## src/sv/udpf_pkg.sv

```systemverilog
package udpf_pkg;

  // Result word kinds.
  typedef enum logic [1:0] {
    KIND_HEADER  = 2'd0,
    KIND_CMD     = 2'd1,
    KIND_VERDICT = 2'd2
  } kind_e;

  // Configuration register indexes.
  localparam int unsigned CFG_IDX_W = 1;
  typedef enum logic [CFG_IDX_W-1:0] {
    CFG_MATCH_PORT = 1'b0,
    CFG_MAGIC_WORD = 1'b1
  } cfg_reg_e;

  // Field widths.
  localparam int unsigned PORT_W    = 16;
  localparam int unsigned MAGIC_W   = 40;
  localparam int unsigned ADDR_W    = 32;
  localparam int unsigned CMD_IDX_W = 6;
  localparam int unsigned CFG_W     = MAGIC_W;
  localparam int unsigned HLEN_W    = 6;
  localparam int unsigned BASE_W    = 7;

  // Register reset values. The magic word resets to five ASCII letters.
  localparam logic [PORT_W-1:0]  MATCH_PORT_RST = 16'd31337;
  localparam logic [MAGIC_W-1:0] MAGIC_WORD_RST = {8'h47, 8'h48, 8'h4F, 8'h53, 8'h54};

  // Protocol constants.
  localparam logic [15:0] ETHERTYPE_IPV4 = 16'h0800;
  localparam logic [7:0]  PROTO_UDP      = 8'd17;
  localparam logic [3:0]  IHL_MIN        = 4'd5;

  // Fixed frame offsets.
  localparam int unsigned OFF_TYPE_HI = 12;
  localparam int unsigned OFF_TYPE_LO = 13;
  localparam int unsigned IP_START    = 14;
  localparam int unsigned OFF_PROTO   = 23;
  localparam int unsigned OFF_SA      = 26;
  localparam int unsigned OFF_DA      = 30;
  localparam int unsigned OFF_DA_END  = 34;

  // Offsets relative to the start of the UDP header.
  localparam int unsigned REL_DPORT     = 2;
  localparam int unsigned REL_DPORT_LO  = 3;
  localparam int unsigned REL_LEN       = 4;
  localparam int unsigned REL_MAGIC     = 8;
  localparam int unsigned REL_CMD       = 13;
  localparam logic [2:0]  MAGIC_LAST_K  = 3'd4;

  // One result word.
  typedef struct packed {
    kind_e                  kind;
    logic [ADDR_W-1:0]      src_addr;
    logic [ADDR_W-1:0]      dst_addr;
    logic [PORT_W-1:0]      src_port;
    logic [PORT_W-1:0]      dst_port;
    logic [7:0]             cmd_byte;
    logic [CMD_IDX_W-1:0]   cmd_index;
    logic                   drop;
    logic                   last;
  } result_t;

  // Up to two result words produced by one frame byte.
  typedef struct packed {
    logic [1:0] count;
    result_t    first;
    result_t    second;
  } push_t;

endpackage

```

## src/sv/udpf_if.sv

```systemverilog
interface udpf_in_if;
  logic       valid;
  logic       ready;
  logic [7:0] data_byte;
  logic       frame_end;

  modport source (output valid, data_byte, frame_end, input ready);
  modport sink   (input valid, data_byte, frame_end, output ready);
endinterface

interface udpf_out_if;
  logic        valid;
  logic        ready;
  logic [1:0]  kind;
  logic [31:0] src_addr;
  logic [31:0] dst_addr;
  logic [15:0] src_port;
  logic [15:0] dst_port;
  logic [7:0]  cmd_byte;
  logic [5:0]  cmd_index;
  logic        drop;
  logic        last;

  modport source (output valid, kind, src_addr, dst_addr, src_port, dst_port, cmd_byte,
                  cmd_index, drop, last, input ready);
  modport sink   (input valid, kind, src_addr, dst_addr, src_port, dst_port, cmd_byte,
                  cmd_index, drop, last, output ready);
endinterface

```

## src/sv/udpf_parser.sv

```systemverilog
module udpf_parser import udpf_pkg::*; #(
  parameter int unsigned CMD_BYTES = 47,
  parameter int unsigned MAX_FRAME = 2048
) (
  input  logic               clk_i,
  input  logic               rst_ni,
  input  logic               fire_i,
  input  logic [7:0]         data_byte_i,
  input  logic               frame_end_i,
  input  logic [PORT_W-1:0]  match_port_i,
  input  logic [MAGIC_W-1:0] magic_word_i,
  output push_t              push_o
);

  localparam int unsigned OFF_W = $clog2(MAX_FRAME + 1);
  localparam int unsigned CNT_W = $clog2(CMD_BYTES + 1);
  localparam logic [OFF_W-1:0] MAX_OFF = OFF_W'(MAX_FRAME);
  localparam logic [CNT_W-1:0] CMD_MAX = CNT_W'(CMD_BYTES);

  logic [OFF_W-1:0]  off_q, off_d;
  logic [HLEN_W-1:0] hlen_q, hlen_d;
  logic              cand_q, cand_d;
  logic              matched_q, matched_d;
  logic [ADDR_W-1:0] sa_q, sa_d, da_q, da_d;
  logic [PORT_W-1:0] sp_q, sp_d, dp_q, dp_d;
  logic [CNT_W-1:0]  cnt_q, cnt_d;
  logic              done_q, done_d;

  logic [BASE_W-1:0] hdr_base;
  logic [OFF_W-1:0]  base_ext;
  logic [OFF_W-1:0]  rel;
  logic              ge_u;
  logic [2:0]        mag_k;
  logic [7:0]        want;
  logic [PORT_W-1:0] dp_shift;
  logic              has_a;
  result_t           res_a;
  result_t           res_v;

  // Start of the UDP header and the offset of the current byte within it.
  assign hdr_base = BASE_W'(IP_START) + BASE_W'(hlen_q);
  assign base_ext = OFF_W'(hdr_base);
  assign ge_u     = off_q >= base_ext;
  assign rel      = off_q - base_ext;
  assign mag_k    = 3'(rel - OFF_W'(REL_MAGIC));
  assign dp_shift = {dp_q[7:0], data_byte_i};

  // Expected magic byte, first byte most significant.
  always_comb begin
    unique case (mag_k)
      3'd0:    want = magic_word_i[39:32];
      3'd1:    want = magic_word_i[31:24];
      3'd2:    want = magic_word_i[23:16];
      3'd3:    want = magic_word_i[15:8];
      default: want = magic_word_i[7:0];
    endcase
  end

  // Parse one byte: field checks, capture, and result generation.
  always_comb begin
    off_d     = off_q;
    hlen_d    = hlen_q;
    cand_d    = cand_q;
    matched_d = matched_q;
    sa_d      = sa_q;
    da_d      = da_q;
    sp_d      = sp_q;
    dp_d      = dp_q;
    cnt_d     = cnt_q;
    done_d    = done_q;
    has_a     = 1'b0;
    res_a     = '0;
    res_v     = '0;

    if (fire_i && (off_q < MAX_OFF)) begin
      if (matched_q) begin
        // Command stream after the magic prefix.
        if (ge_u && (rel >= OFF_W'(REL_CMD)) && !done_q && (cnt_q < CMD_MAX)) begin
          has_a           = 1'b1;
          res_a.kind      = KIND_CMD;
          res_a.cmd_byte  = data_byte_i;
          res_a.cmd_index = CMD_IDX_W'(cnt_q);
          cnt_d           = cnt_q + 1'b1;
          if (data_byte_i == 8'd0) begin
            done_d = 1'b1;
          end
        end
      end else if (cand_q) begin
        priority if (off_q == OFF_W'(OFF_TYPE_HI)) begin
          if (data_byte_i != ETHERTYPE_IPV4[15:8]) cand_d = 1'b0;
        end else if (off_q == OFF_W'(OFF_TYPE_LO)) begin
          if (data_byte_i != ETHERTYPE_IPV4[7:0]) cand_d = 1'b0;
        end else if (off_q == OFF_W'(IP_START)) begin
          if (data_byte_i[3:0] < IHL_MIN) cand_d = 1'b0;
          hlen_d = {data_byte_i[3:0], 2'b00};
        end else if (off_q == OFF_W'(OFF_PROTO)) begin
          if (data_byte_i != PROTO_UDP) cand_d = 1'b0;
        end else if ((off_q >= OFF_W'(OFF_SA)) && (off_q < OFF_W'(OFF_DA))) begin
          sa_d = {sa_q[23:0], data_byte_i};
        end else if ((off_q >= OFF_W'(OFF_DA)) && (off_q < OFF_W'(OFF_DA_END))) begin
          da_d = {da_q[23:0], data_byte_i};
        end else if (ge_u && (rel < OFF_W'(REL_DPORT))) begin
          sp_d = {sp_q[7:0], data_byte_i};
        end else if (ge_u && (rel < OFF_W'(REL_LEN))) begin
          dp_d = dp_shift;
          if ((rel == OFF_W'(REL_DPORT_LO)) && (dp_shift != match_port_i)) begin
            cand_d = 1'b0;
          end
        end else if (ge_u && (rel >= OFF_W'(REL_MAGIC)) && (rel < OFF_W'(REL_CMD))) begin
          if (data_byte_i != want) begin
            cand_d = 1'b0;
          end else if (mag_k == MAGIC_LAST_K) begin
            matched_d      = 1'b1;
            has_a          = 1'b1;
            res_a.kind     = KIND_HEADER;
            res_a.src_addr = sa_q;
            res_a.dst_addr = da_q;
            res_a.src_port = sp_q;
            res_a.dst_port = dp_q;
          end
        end else begin
        end
      end
      off_d = off_q + 1'b1;
    end

    // Verdict on the final byte, then back to the idle frame state.
    res_v.kind = KIND_VERDICT;
    res_v.drop = matched_d;
    res_v.last = 1'b1;
    if (fire_i && frame_end_i) begin
      off_d     = '0;
      hlen_d    = '0;
      cand_d    = 1'b1;
      matched_d = 1'b0;
      sa_d      = '0;
      da_d      = '0;
      sp_d      = '0;
      dp_d      = '0;
      cnt_d     = '0;
      done_d    = 1'b0;
    end
  end

  // Pack the words of this byte in order; only the final one is marked last.
  always_comb begin
    push_o = '0;
    if (fire_i) begin
      if (has_a) begin
        push_o.first      = res_a;
        push_o.first.last = !frame_end_i;
        push_o.second     = res_v;
        push_o.count      = frame_end_i ? 2'd2 : 2'd1;
      end else if (frame_end_i) begin
        push_o.first = res_v;
        push_o.count = 2'd1;
      end
    end
  end

  // Per-frame state.
  always_ff @(posedge clk_i or negedge rst_ni) begin
    if (!rst_ni) begin
      off_q     <= '0;
      hlen_q    <= '0;
      cand_q    <= 1'b1;
      matched_q <= 1'b0;
      sa_q      <= '0;
      da_q      <= '0;
      sp_q      <= '0;
      dp_q      <= '0;
      cnt_q     <= '0;
      done_q    <= 1'b0;
    end else begin
      off_q     <= off_d;
      hlen_q    <= hlen_d;
      cand_q    <= cand_d;
      matched_q <= matched_d;
      sa_q      <= sa_d;
      da_q      <= da_d;
      sp_q      <= sp_d;
      dp_q      <= dp_d;
      cnt_q     <= cnt_d;
      done_q    <= done_d;
    end
  end

endmodule

```

## src/sv/udpf_res_fifo.sv

```systemverilog
module udpf_res_fifo import udpf_pkg::*; (
  input  logic              clk_i,
  input  logic              rst_ni,
  input  push_t             push_i,
  output logic              space_o,
  udpf_out_if.source        out_o
);

  localparam int unsigned DEPTH = 4;
  localparam int unsigned PTR_W = $clog2(DEPTH);

  result_t          mem_q [DEPTH];
  logic [PTR_W-1:0] wr_q, rd_q;
  logic [PTR_W:0]   cnt_q;
  logic             pop;
  logic [PTR_W-1:0] wr_next;
  result_t          head;

  // Room for the two words a single byte may produce.
  assign space_o = cnt_q <= (PTR_W + 1)'(DEPTH - 2);
  assign pop     = out_o.valid && out_o.ready;
  assign wr_next = wr_q + 1'b1;
  assign head    = mem_q[rd_q];

  // Head word drives the output channel.
  assign out_o.valid     = cnt_q != '0;
  assign out_o.kind      = head.kind;
  assign out_o.src_addr  = head.src_addr;
  assign out_o.dst_addr  = head.dst_addr;
  assign out_o.src_port  = head.src_port;
  assign out_o.dst_port  = head.dst_port;
  assign out_o.cmd_byte  = head.cmd_byte;
  assign out_o.cmd_index = head.cmd_index;
  assign out_o.drop      = head.drop;
  assign out_o.last      = head.last;

  // Storage, written one or two words at a time.
  always_ff @(posedge clk_i) begin
    if (push_i.count != 2'd0) begin
      mem_q[wr_q] <= push_i.first;
    end
    if (push_i.count == 2'd2) begin
      mem_q[wr_next] <= push_i.second;
    end
  end

  // Pointers and fill level.
  always_ff @(posedge clk_i or negedge rst_ni) begin
    if (!rst_ni) begin
      wr_q  <= '0;
      rd_q  <= '0;
      cnt_q <= '0;
    end else begin
      wr_q  <= wr_q + PTR_W'(push_i.count);
      rd_q  <= rd_q + PTR_W'(pop);
      cnt_q <= cnt_q + (PTR_W + 1)'(push_i.count) - (PTR_W + 1)'(pop);
    end
  end

endmodule

```

## src/sv/udp_port_magic_filter_core.sv

```systemverilog
// UDP port and payload-prefix filter. Frame bytes enter on in_i, one word per byte, with
// frame_end on the final byte; one byte can be taken every clock cycle. Each byte is parsed
// in the cycle it is accepted and yields zero, one or two result words (header event,
// command byte, frame verdict), which wait in a four-word result queue in front of out_o.
// in_i is ready whenever the queue has room for two words, so with out_o always ready the
// block sustains one byte per cycle; a result word is queued as its byte is accepted, and
// the output side moves one word per cycle while out_o is ready. The user must write
// match_port and magic_word through cfg_we_i/cfg_index_i/cfg_wdata_i only while no frame
// is in progress; the block itself does not enforce this.
module udp_port_magic_filter_core import udpf_pkg::*; #(
  parameter int unsigned CMD_BYTES = 47,
  parameter int unsigned MAX_FRAME = 2048
) (
  input  logic                 clk_i,
  input  logic                 rst_ni,
  udpf_in_if.sink              in_i,
  udpf_out_if.source           out_o,
  input  logic                 cfg_we_i,
  input  logic [CFG_IDX_W-1:0] cfg_index_i,
  input  logic [CFG_W-1:0]     cfg_wdata_i
);

  logic [PORT_W-1:0]  match_port_q;
  logic [MAGIC_W-1:0] magic_word_q;
  logic               space;
  logic               fire;
  push_t              push;

  assign in_i.ready = space;
  assign fire       = in_i.valid && space;

  // Configuration registers.
  always_ff @(posedge clk_i or negedge rst_ni) begin
    if (!rst_ni) begin
      match_port_q <= MATCH_PORT_RST;
      magic_word_q <= MAGIC_WORD_RST;
    end else if (cfg_we_i) begin
      unique case (cfg_reg_e'(cfg_index_i))
        CFG_MATCH_PORT: match_port_q <= cfg_wdata_i[PORT_W-1:0];
        CFG_MAGIC_WORD: magic_word_q <= cfg_wdata_i[MAGIC_W-1:0];
        default: ;
      endcase
    end
  end

  // Byte parser.
  udpf_parser #(
    .CMD_BYTES (CMD_BYTES),
    .MAX_FRAME (MAX_FRAME)
  ) u_parser (
    .clk_i        (clk_i),
    .rst_ni       (rst_ni),
    .fire_i       (fire),
    .data_byte_i  (in_i.data_byte),
    .frame_end_i  (in_i.frame_end),
    .match_port_i (match_port_q),
    .magic_word_i (magic_word_q),
    .push_o       (push)
  );

  // Result queue.
  udpf_res_fifo u_res_fifo (
    .clk_i   (clk_i),
    .rst_ni  (rst_ni),
    .push_i  (push),
    .space_o (space),
    .out_o   (out_o)
  );

endmodule

```

## src/flat_wrapper.sv

```systemverilog
// flat-port wrapper written by rule: the top's interface ports become plain ports
module udp_port_magic_filter_core_flat import udpf_pkg::*;
#(
  parameter int unsigned CMD_BYTES = 47,
  parameter int unsigned MAX_FRAME = 2048
)
  (clk_i, rst_ni, cfg_we_i, cfg_index_i, cfg_wdata_i, in_i_valid, in_i_data_byte, in_i_frame_end, in_i_ready, out_o_valid, out_o_kind, out_o_src_addr, out_o_dst_addr, out_o_src_port, out_o_dst_port, out_o_cmd_byte, out_o_cmd_index, out_o_drop, out_o_last, out_o_ready);
  udpf_in_if in_i_i ();
  udpf_out_if out_o_i ();
  input  logic clk_i;
  input  logic rst_ni;
  input  logic cfg_we_i;
  input  logic [CFG_IDX_W-1:0] cfg_index_i;
  input  logic [CFG_W-1:0] cfg_wdata_i;
  input wire logic [$bits(in_i_i.valid)-1:0] in_i_valid;
  input wire logic [$bits(in_i_i.data_byte)-1:0] in_i_data_byte;
  input wire logic [$bits(in_i_i.frame_end)-1:0] in_i_frame_end;
  output wire logic [$bits(in_i_i.ready)-1:0] in_i_ready;
  output wire logic [$bits(out_o_i.valid)-1:0] out_o_valid;
  output wire logic [$bits(out_o_i.kind)-1:0] out_o_kind;
  output wire logic [$bits(out_o_i.src_addr)-1:0] out_o_src_addr;
  output wire logic [$bits(out_o_i.dst_addr)-1:0] out_o_dst_addr;
  output wire logic [$bits(out_o_i.src_port)-1:0] out_o_src_port;
  output wire logic [$bits(out_o_i.dst_port)-1:0] out_o_dst_port;
  output wire logic [$bits(out_o_i.cmd_byte)-1:0] out_o_cmd_byte;
  output wire logic [$bits(out_o_i.cmd_index)-1:0] out_o_cmd_index;
  output wire logic [$bits(out_o_i.drop)-1:0] out_o_drop;
  output wire logic [$bits(out_o_i.last)-1:0] out_o_last;
  input wire logic [$bits(out_o_i.ready)-1:0] out_o_ready;
  assign in_i_i.valid = in_i_valid;
  assign in_i_i.data_byte = in_i_data_byte;
  assign in_i_i.frame_end = in_i_frame_end;
  assign in_i_ready = in_i_i.ready;
  assign out_o_valid = out_o_i.valid;
  assign out_o_kind = out_o_i.kind;
  assign out_o_src_addr = out_o_i.src_addr;
  assign out_o_dst_addr = out_o_i.dst_addr;
  assign out_o_src_port = out_o_i.src_port;
  assign out_o_dst_port = out_o_i.dst_port;
  assign out_o_cmd_byte = out_o_i.cmd_byte;
  assign out_o_cmd_index = out_o_i.cmd_index;
  assign out_o_drop = out_o_i.drop;
  assign out_o_last = out_o_i.last;
  assign out_o_i.ready = out_o_ready;
  udp_port_magic_filter_core #(.CMD_BYTES(CMD_BYTES), .MAX_FRAME(MAX_FRAME)) u_core (.clk_i(clk_i), .rst_ni(rst_ni), .in_i(in_i_i), .out_o(out_o_i), .cfg_we_i(cfg_we_i), .cfg_index_i(cfg_index_i), .cfg_wdata_i(cfg_wdata_i));
endmodule
```

## config.mk

```make
export PLATFORM = sky130hd
export DESIGN_NAME = udp_port_magic_filter_core_flat
export DESIGN_NICKNAME = d
export VERILOG_FILES = /design/src/sv/udpf_pkg.sv /design/src/sv/udpf_if.sv /design/src/sv/udpf_parser.sv /design/src/sv/udpf_res_fifo.sv /design/src/sv/udp_port_magic_filter_core.sv /design/src/flat_wrapper.sv
export SDC_FILE = /design/constraint.sdc
export NUM_CORES = 1
export LEC_CHECK = 0
export ABC_AREA = 0
export BUFFER_PORTS_ARGS = -buffer_cell sky130_fd_sc_hd__buf_2
export CORE_AREA = 5 5 264 266
export CTS_BUF_LIST = sky130_fd_sc_hd__clkbuf_2
export DETAILED_ROUTE_END_ITERATION = 10
export DIE_AREA = 0 0 269 271
export GPL_TIMING_DRIVEN = 0
export SLEW_MARGIN = 20
export SYNTH_ARGS = -nofsm -noshare
export SYNTH_HDL_FRONTEND = slang
export SYNTH_SLANG_ARGS = --single-unit
```

## constraint.sdc

```tcl
create_clock -name clk_i -period 4.61 [get_ports clk_i]
set_clock_uncertainty 0.2 [all_clocks]
set_input_delay 0.922 -clock clk_i [delete_from_list [all_inputs] [get_ports clk_i]]
set_output_delay 0.922 -clock clk_i [all_outputs]
set_load 0.01 [all_outputs]
```

### After elaboration in Yosys (flattened, before gate mapping)

Memory sizes are Yosys's and may differ from the RTL's.
Index checks and enable logic that the tools add are counted.

| word-level totals | value |
|---|---|
| memory bits (writable) | 456 |
| flip-flop bits (word level) | 186 |
| word-level logic and storage cells | 229 |
| memories | 1 |

| operators by class | value |
|---|---|
| reduce and logical (&&, ||, !) cells | 41 |
| bitwise logic cells | 1 |
| multiplexer cells | 125 |
| add/sub/neg operators | 10 |
| $lt $le $gt $ge | 14 |
| equal/unequal tests | 22 |

Memories:

| memory | depth | width | read ports | clocked after memory_dff | wr ports | line | source |
|---|---|---|---|---|---|---|---|
| u_core.u_res_fifo.mem_q | 4 | 114 | 1 | 0 | 2 | udpf_res_fifo.sv:12 | `result_t mem_q [DEPTH];` |

Operator list:

| cell | number |
|---|---|
| 98-bit two-way mux | 11 |
| 32-bit two-way mux | 19 |
| 16-bit two-way mux | 23 |
| 230-bit two-way mux | 1 |
| 96-bit two-way mux | 2 |
| 116-bit two-way mux | 1 |
| 115-bit two-way mux | 1 |
| 114-bit two-way mux | 1 |
| 112-bit two-way mux | 1 |
| 6-bit two-way mux | 11 |
| 1-bit two-way mux | 47 |
| 12-bit by 4-bit == test with 1-bit output, second input constant | 3 |
| 8-bit one-hot mux with 4 select lines | 1 |
| 14-bit two-way mux | 2 |
| 12-bit by 4-bit >= comparator with 1-bit output, second input constant | 2 |
| 12-bit by 5-bit >= comparator with 1-bit output, second input constant | 2 |
| 12-bit two-way mux | 2 |
| 2-bit nonzero test | 11 |
| 16-bit inequality test | 1 |
| 2-bit by 1-bit inequality test with 1-bit output, second input constant | 8 |
| 1-bit logical AND | 14 |
| 12-bit by 1-bit adder with 12-bit output, second input constant | 1 |
| 12-bit by 2-bit == test with 1-bit output, second input constant | 1 |
| 12-bit by 5-bit == test with 1-bit output, second input constant | 1 |
| other kinds (41) | 46 |

### Longest topological paths before layout

Gate-level depths: netlist of run 1.

| logic depth | value |
|---|---|
| depth after elaboration | 25 |
| mapped depth | 23 |

### Modules after synthesis

Synthesis of run 1 repeated with hierarchy kept, for this count alone.

| second synthesis, totals | value |
|---|---|
| cells, all modules | 2205 |
| area, all modules | 32411.1 µm² |

Modules (own cells, without submodules):

| module | instances | cells each | area an instance (µm²) |
|---|---|---|---|
| udpf_res_fifo | 1 | 1144 | 22316.4 |
| udpf_parser | 1 | 940 | 7936.4 |
| udp_port_magic_filter_core | 1 | 121 | 2158.3 |

### Worst setup path before layout of run 1

No wires, ideal clock.

| timing | value |
|---|---|
| path type | register to register |
| from | register u_core.u_parser.hlen_q[2] |
| to | memory u_core.u_res_fifo.mem_q[1][0] (netlist bit) (enable) |
| buffers on the path | 6 |
| arrival | 4.599 ns |
| cell stages (with the launch flop) | 23 |
| library setup time | 0.265 ns |
| slack | -0.454 ns |
| clock period less this slack | 5.064 ns |
| data required time | 4.145 ns |
| cells stage by stage | dfrtp_1 > inv_1 > ha_1 > nand3b_1 > ha_1 > buf_4 > inv_1 > o21a_1 > o41ai_1 > nand4_1 > o31a_1 > a21oi_1 > buf_2 > inv_1 > ha_1 > clkbuf_1 > mux2_2 > nand2_1 > or2_2 > clkbuf_1 > clkbuf_1 > clkbuf_1 > inv_1 |

RTL lines:

| item | line | source |
|---|---|---|
| from (decl) | udpf_parser.sv:21 | `logic [HLEN_W-1:0] hlen_q, hlen_d;` |
| from (signal assigned) | udpf_parser.sv:176 | `hlen_q <= hlen_d;` |
| to (decl) | udpf_res_fifo.sv:12 |  |

### Worst setup path after layout of run 1

| timing | value |
|---|---|
| from | register u_core.u_res_fifo.rd_q[1] |
| to | output out_o_kind[0] |

| between the ends | value |
|---|---|
| cells in the longest elaborated chain, start to end | 1 |

RTL lines:

| item | line | source |
|---|---|---|
| from (decl) | udpf_res_fifo.sv:13 | `logic [PTR_W-1:0] wr_q, rd_q;` |
| from (signal assigned) | udpf_res_fifo.sv:55 | `rd_q <= rd_q + PTR_W'(pop);` |
| memory 4 x 114 bit | - |  |
| to (decl) | flat_wrapper.sv:20 | `output wire logic [$bits(out_o_i.kind)-1:0] out_o_kind;` |

Every way passes these cells.

==> impl_metrics.env, run 1 <==
export IMPL_clock_sinks=640
export IMPL_area_growth_pct=21.9
export IMPL_outcome="complete, no violations"
export IMPL_cts_root_buffer="clkbuf_2"
export IMPL_synthFlopType="dfxtp_1"
export IMPL_drc=0
export IMPL_drive_above_1_share=0.289
export IMPL_die_x_um=269
export IMPL_grt_pass1_vias=22300
export IMPL_post_drt_wl_per_cell_um=21.9
export IMPL_final_min_clock_period_ns=4.50
export IMPL_hold_viol_final=0
export IMPL_arrival_ns=3.38
export IMPL_crit_fanout=10
export IMPL_dp_hpwl_um=57200
export IMPL_power_density_nw_per_um2=406
export IMPL_syn_nets=2583
export IMPL_grt_antenna_before_repair=2
export IMPL_netlist_area_um2=26400
export IMPL_cap_violations=0
export IMPL_grt_use_total=0.232
export IMPL_cts_htree_levels=4
export IMPL_cp_end_kind="output pin"
export IMPL_total_power_mw=13.1
export IMPL_relSlewSlack=0.184
export IMPL_portBuffers=167
export IMPL_clock_fmax_ghz=0.222
export IMPL_synth_cells=2506
export IMPL_num_rows=95
export IMPL_die_height_um=271
export IMPL_ant_nets=0
export IMPL_worst_pin_slew_ns=1.21
export IMPL_rsz0062_at_grt="true"
export IMPL_cp_start_kind="register"
export IMPL_drt_pass1_iter_count=5
export IMPL_yosysTopAreaCell="dfxtp_1"
export IMPL_fin_cells=3958
export IMPL_coreArea_um2=66800
export IMPL_holdWs_ns=0.161
export IMPL_syn_avg_cell_area_um2=10.5
export IMPL_num_io_pins=171
export IMPL_clk_pin_slew_ns=0.10
export IMPL_yosysSeqAreaShare=0.525
export IMPL_ys_ff_latch=640
export IMPL_overflow=0
export IMPL_async_flop_share=0.288
export IMPL_synthMostInstantiatedCell="nand2_1"
export IMPL_routed_via_count=22200
export IMPL_ys_top_cells_by_count="516 x nand2_1, 444 x dfxtp_1, 285 x o21ai_0"
export IMPL_period_share=0.977
export IMPL_drt_iter0_drc=1879
export IMPL_synth_distinct_cells=71
export IMPL_dieArea_um2=72900
export IMPL_viasPerCell=5.62
export IMPL_ys_warn_count=0
export IMPL_finalSetupViolCount=0
export IMPL_cts_buffers=165
export IMPL_clk_latency_ns=1.37
export IMPL_synth_edf_count=12
export IMPL_cts_tree="yes"
export IMPL_slew_viol_final=0
export IMPL_start_util=0.396
export IMPL_required_ns=3.49
export IMPL_synth_top_area_frac=0.336
export IMPL_peakVddDrop_v=0.000263
export IMPL_wl_um=86700
export IMPL_tns_ns=0
export IMPL_place_inst=3547
export IMPL_cts_path_max_buffers=3
export IMPL_gp_congestion=0.909
export IMPL_synth_area_leaders="dfxtp_1 34%, dfrtp_1 15%, mux4_2 9.7%"
export IMPL_nFillCells=6206
export IMPL_p_leak_nw=13.0
export IMPL_nNetsFinal=3033
export IMPL_worstHoldPathType="input pin to register"
export IMPL_worst_setup_path_type="register to output pin"
export IMPL_grt_max_degree=97
export IMPL_grt_pass1_wl_um=132000
## routing by layer
| layer | vias up | part of all wire | wire length (um) | track usage |
|---|---|---|---|---|
| li1 | 10000 | - | - | - |
| met4 | 0 | 0.031 | 2710 | 0.0858 |
| met2 | 996 | 0.47 | 41000 | 0.364 |
| met5 | - | 0 | 0 | 0 |
| met1 | 11000 | 0.41 | 36000 | 0.312 |
| met3 | 165 | 0.080 | 6960 | 0.0552 |
## path summary, 6_finish.rpt
check                                               startpoint                              to  slack (ns)  cells past startpoint
worst min-delay path                           cfg_wdata_i[21]         u_core.magic_word_q[21]        0.16                      3
min in group asynchronous                               rst_ni         u_core.u_parser.sp_q[1]        0.44                      4
worst max register to register        u_core.u_parser.off_q[1]  u_core.u_res_fifo.mem_q[1][45]        0.12                     19
max in group asynchronous                               rst_ni          u_core.u_parser.cand_q        3.20                      4
worst min register to register  u_core.u_res_fifo.mem_q[2][67]  u_core.u_res_fifo.mem_q[2][67]        0.25                      2
worst max-delay path                 u_core.u_res_fifo.rd_q[1]                   out_o_kind[0]        0.11                      4
## state kept, by name, indices dropped and copies added, names as in the netlist
register,cells
u_core.u_parser.hlen_q,4
u_core.u_parser.done_q,1
u_core.u_parser.off_q,12
u_core.u_parser.matched_q,1
u_core.u_res_fifo.cnt_q,3
u_core.u_parser.cand_q,1
u_core.magic_word_q,40
u_core.u_res_fifo.rd_q,2
u_core.u_res_fifo.wr_q,2
u_core.match_port_q,16
u_core.u_res_fifo.mem_q,456
u_core.u_parser.sa_q,32
u_core.u_parser.dp_q,16
u_core.u_parser.cnt_q,6
u_core.u_parser.sp_q,16
u_core.u_parser.da_q,32
## cells in the final DEF, fill, tap and decap left out, types with 9 or more instances in the layout
cell,netlist,layout
a21oi_1,73,68
a22o_1,264,264
a22oi_1,12,9
buf_12,0,9
buf_2,29,180
buf_4,3,41
buf_6,8,18
buf_8,0,11
clkbuf_1,169,79
clkbuf_2,0,290
clkbuf_4,0,27
clkinv_1,0,27
dfrtp_1,156,154
dfstp_2,28,28
dfxtp_1,444,444
dlygate4sd3_1,0,66
edfxtp_1,12,12
ha_1,20,13
inv_1,28,23
mux2_2,57,56
mux4_2,114,114
nand2_1,516,514
nand3_1,46,44
nand4_1,10,10
nor2_1,38,32
nor4_1,12,9
o21ai_0,285,278
or3_1,17,16
xor2_1,29,28
## report_power, final
group | switching, mW | total, mW | internal [mW]
Clock | 2.44 | 4.31 | 1.88
Combinational | 1.83 | 2.92 | 1.09
Sequential | 0.136 | 5.87 | 5.73
## worst max-delay path: stages, from the launching register on
cell and delay (ns):
dfrtp_1 0.62, clkbuf_4 0.40, clkbuf_2 0.40, mux4_2 0.45
buf_2 0.18
## per-stage QoR
| stage | instance area, um2 | setup slack, ns | util |
|---|---|---|---|
| after floorplan | 26500 | 0.00775 | - |
| after global routing | 32200 | -0.0734 | 0.482 |
| after CTS | 32000 | -0.0387 | 0.478 |
| after detailed placement | 28400 | -2.00 | 0.426 |
| final | 32200 | 0.107 | 0.482 |
| after global placement | 28400 | -1.90 | 0.425 |
## cell type report
type,instances,area (um2),area share
inverter,28,115,0.00357
timing repair buffer,291,2220,0.0691
tap,873,1090,0.0339
buffer,211,1340,0.0417
clock buffer,244,1220,0.0379
antenna,1,2.50,0.0000777
multi-input combinational,1619,11900,0.369
clock inverter,51,445,0.0138
sequential,640,13900,0.431
## logic make-up after synthesis
| kind of cell | after synthesis | synth area share |
|---|---|---|
| AO/OA/AOI/OAI | 691 | 0.176 |
| XOR/XNOR | 33 | 0.0109 |
| adder cells (fa/ha/maj) | 22 | 0.0110 |
| buffers and inverters | 247 | 0.0391 |
| flip-flops | 640 | 0.525 |
| multiplexers | 176 | 0.123 |
| AND/OR/NAND/NOR | 697 | 0.114 |
## repair_timing
item                                   CTS  global route
setup endpoints to repair              587           456
gates resized for setup                241            54
endpoints found under the hold margin  231             0
setup buffers                           33            14
hold buffers                            67             0
pin swaps                               24            28
cloned                                   8             1
Power figures use the tool's default switching activity.
==> run 2, diff against run 1 <==
--- a/config.mk
+++ b/config.mk
@@ -7,11 +7,13 @@
 export LEC_CHECK = 0
 export ABC_AREA = 0
 export BUFFER_PORTS_ARGS = -buffer_cell sky130_fd_sc_hd__buf_2
-export CORE_AREA = 5 5 264 266
+export CORE_AREA = 5 5 226 228
 export CTS_BUF_LIST = sky130_fd_sc_hd__clkbuf_2
 export DETAILED_ROUTE_END_ITERATION = 10
-export DIE_AREA = 0 0 269 271
+export DIE_AREA = 0 0 231 233
 export GPL_TIMING_DRIVEN = 0
+export HOLD_SLACK_MARGIN = 0.05
+export PLACE_DENSITY = 0.76
 export SLEW_MARGIN = 20
 export SYNTH_ARGS = -nofsm -noshare
 export SYNTH_HDL_FRONTEND = slang
==> impl_metrics.env, run 2 (synthesis gave the netlist of run 1 again) <==
export IMPL_rsz0062_at_grt="true"
export IMPL_clock_sinks=640
export IMPL_cts_tree="yes"
export IMPL_routed_via_count=23000
export IMPL_dp_hpwl_um=52900
export IMPL_cts_root_buffer="clkbuf_2"
export IMPL_gp_congestion=0.929
export IMPL_top_register="u_core.u_res_fifo.mem_q"
export IMPL_arrival_ns=5.66
export IMPL_reg_top3="u_core.u_res_fifo.mem_q (456), u_core.magic_word_q (40)"
export IMPL_peakVddDrop_v=0.000279
export IMPL_cts_htree_levels=4
export IMPL_hold_viol_final=0
export IMPL_crit_chain="inv_1, ha_2, nand3b_1, ha_1, buf_6, a211oi_2, o21a_1, o221a_2, nand4_1, o31a_1, a21oi_4, inv_2, ha_4, buf_8, nor2_4, or3_4, nor4_4, buf_4, buf_6, buf_4, a22o_1"
export IMPL_post_drt_wl_per_cell_um=22.3
export IMPL_grt_max_degree=100
export IMPL_grt_pass1_vias=23100
export IMPL_preCtsSetupSlack_ns=-1.85
export IMPL_num_io_pins=171
export IMPL_grt_use_total=0.306
export IMPL_viasPerCell=6.14
export IMPL_relSlewSlack=0.211
export IMPL_total_power_mw=12.7
export IMPL_period_share=0.990
export IMPL_layout_commonest_cell="nand2_1"
export IMPL_drc=0
export IMPL_slowest_stage="or3_4"
export IMPL_num_rows=81
export IMPL_setup_ws_ns=0.0464
export IMPL_cp_buffers_inverters=7
export IMPL_slew_viol_final=0
export IMPL_die_height_um=233
export IMPL_portBuffers=167
export IMPL_overflow=0
export IMPL_cts_path_max_buffers=3
export IMPL_crit_fanout=10
export IMPL_cpPeakStageDelay_ns=0.40
export IMPL_fin_util=0.658
export IMPL_cp_start_kind="register"
export IMPL_clk_latency_ns=1.39
export IMPL_power_density_nw_per_um2=397
export IMPL_coreArea_um2=48600
export IMPL_nNetsFinal=3065
export IMPL_cts_buffers=159
export IMPL_largest_reg_flops=456
export IMPL_finalSetupViolCount=0
export IMPL_final_min_clock_period_ns=4.56
export IMPL_ant_nets=0
export IMPL_grt_antenna_before_repair=4
export IMPL_cp_end_kind="register"
export IMPL_layout_common_cells="515 x nand2_1, 444 x dfxtp_1, 280 x clkbuf_2"
export IMPL_start_util=0.543
export IMPL_p_leak_nw=13.0
export IMPL_drt_pass1_iter_count=8
export IMPL_required_ns=5.70
export IMPL_worst_pin_slew_ns=1.17
export IMPL_die_x_um=231
export IMPL_clock_fmax_ghz=0.219
export IMPL_area_growth_pct=21.2
export IMPL_wl_um=83600
export IMPL_cap_violations=0
export IMPL_drive_above_1_share=0.280
export IMPL_outcome="complete, no violations"
export IMPL_dieArea_um2=53800
export IMPL_worst_setup_path_type="register to register"
export IMPL_clk_pin_slew_ns=0.12
export IMPL_crit_family="compound AO/OA/AOI/OAI gates"
export IMPL_drt_iter0_drc=2444
export IMPL_grt_pass1_wl_um=129000
export IMPL_worstHoldPathType="input pin to register"
run 2: what timing repair did:
item / CTS / global route
pin swaps: 13 / 22
gates resized for setup: 220 / 83
setup endpoints to repair: 586 / 461
setup buffers: 29 / 15
hold endpoints to repair: 256 / 0
hold buffers: 112 / 0
gates cloned: 3 / 1
run 2: worst min-delay path, stage by stage:
cell	delay (ns)
dlygate4sd3_1	0.54
buf_2	0.14
mux2_2	0.14
run 2: layout make-up:
| type | instances | area, um2 |
|---|---|---|
| antenna | 3 | 7.51 |
| buffer | 212 | 1420 |
| clock buffer | 240 | 1200 |
| clock inverter | 50 | 277 |
| fill | 3684 | 16600 |
| inverter | 28 | 113 |
| multi-input combinational | 1619 | 11900 |
| sequential | 640 | 13900 |
| tap | 622 | 778 |
| timing repair buffer | 328 | 2480 |
run 2: final timing paths:
| path | from | end | slack, ns | depth (start not counted) |
|---|---|---|---|---|
| hold reg to reg | u_core.u_res_fifo.mem_q[2][19] | u_core.u_res_fifo.mem_q[2][19] | 0.26 | 2 |
| min in group asynchronous | rst_ni | u_core.u_parser.sp_q[15] | 0.49 | 4 |
| max in group asynchronous | rst_ni | u_core.u_res_fifo.cnt_q[0] | 3.20 | 4 |
| setup / recovery | u_core.u_parser.hlen_q[3] | u_core.u_res_fifo.mem_q[1][63] | 0.05 | 21 |
| hold / removal | cfg_wdata_i[1] | u_core.match_port_q[1] | 0.23 | 3 |
| setup reg to reg | u_core.u_parser.hlen_q[3] | u_core.u_res_fifo.mem_q[1][63] | 0.05 | 21 |
run 2: report_power, final:
| part | leakage [nW] | internal [mW] | switching (mW) |
|---|---|---|---|
| combinational | 5.82 | 1.15 | 1.81 |
| clock | 1.13 | 1.51 | 2.39 |
| sequential | 6.07 | 5.73 | 0.140 |
run 2: per-layer routing:
metal	wire length, um	global-route usage	vias up	part of all wire
li1	-	-	10100	-
met1	32100	0.388	11300	0.38
met2	40000	0.491	1317	0.48
met3	7700	0.0741	266	0.092
met4	3830	0.156	2	0.046
met5	8	0	-	0.000096
run 2: through the flow:
step / hold WS, ns / std cells / setup TNS (ns) / area (um2)
finish: 0.231 / 3742 / 0 / 32000
global route: 0.135 / 3742 / -0.218 / 32000
global placement: 0.228 / 3295 / -604.31 / 28100
detailed placement: 0.238 / 3296 / -587.67 / 28100
floorplan: 0.220 / 2506 / 0 / 26500
CTS: 0.0513 / 3726 / -0.0733 / 31700
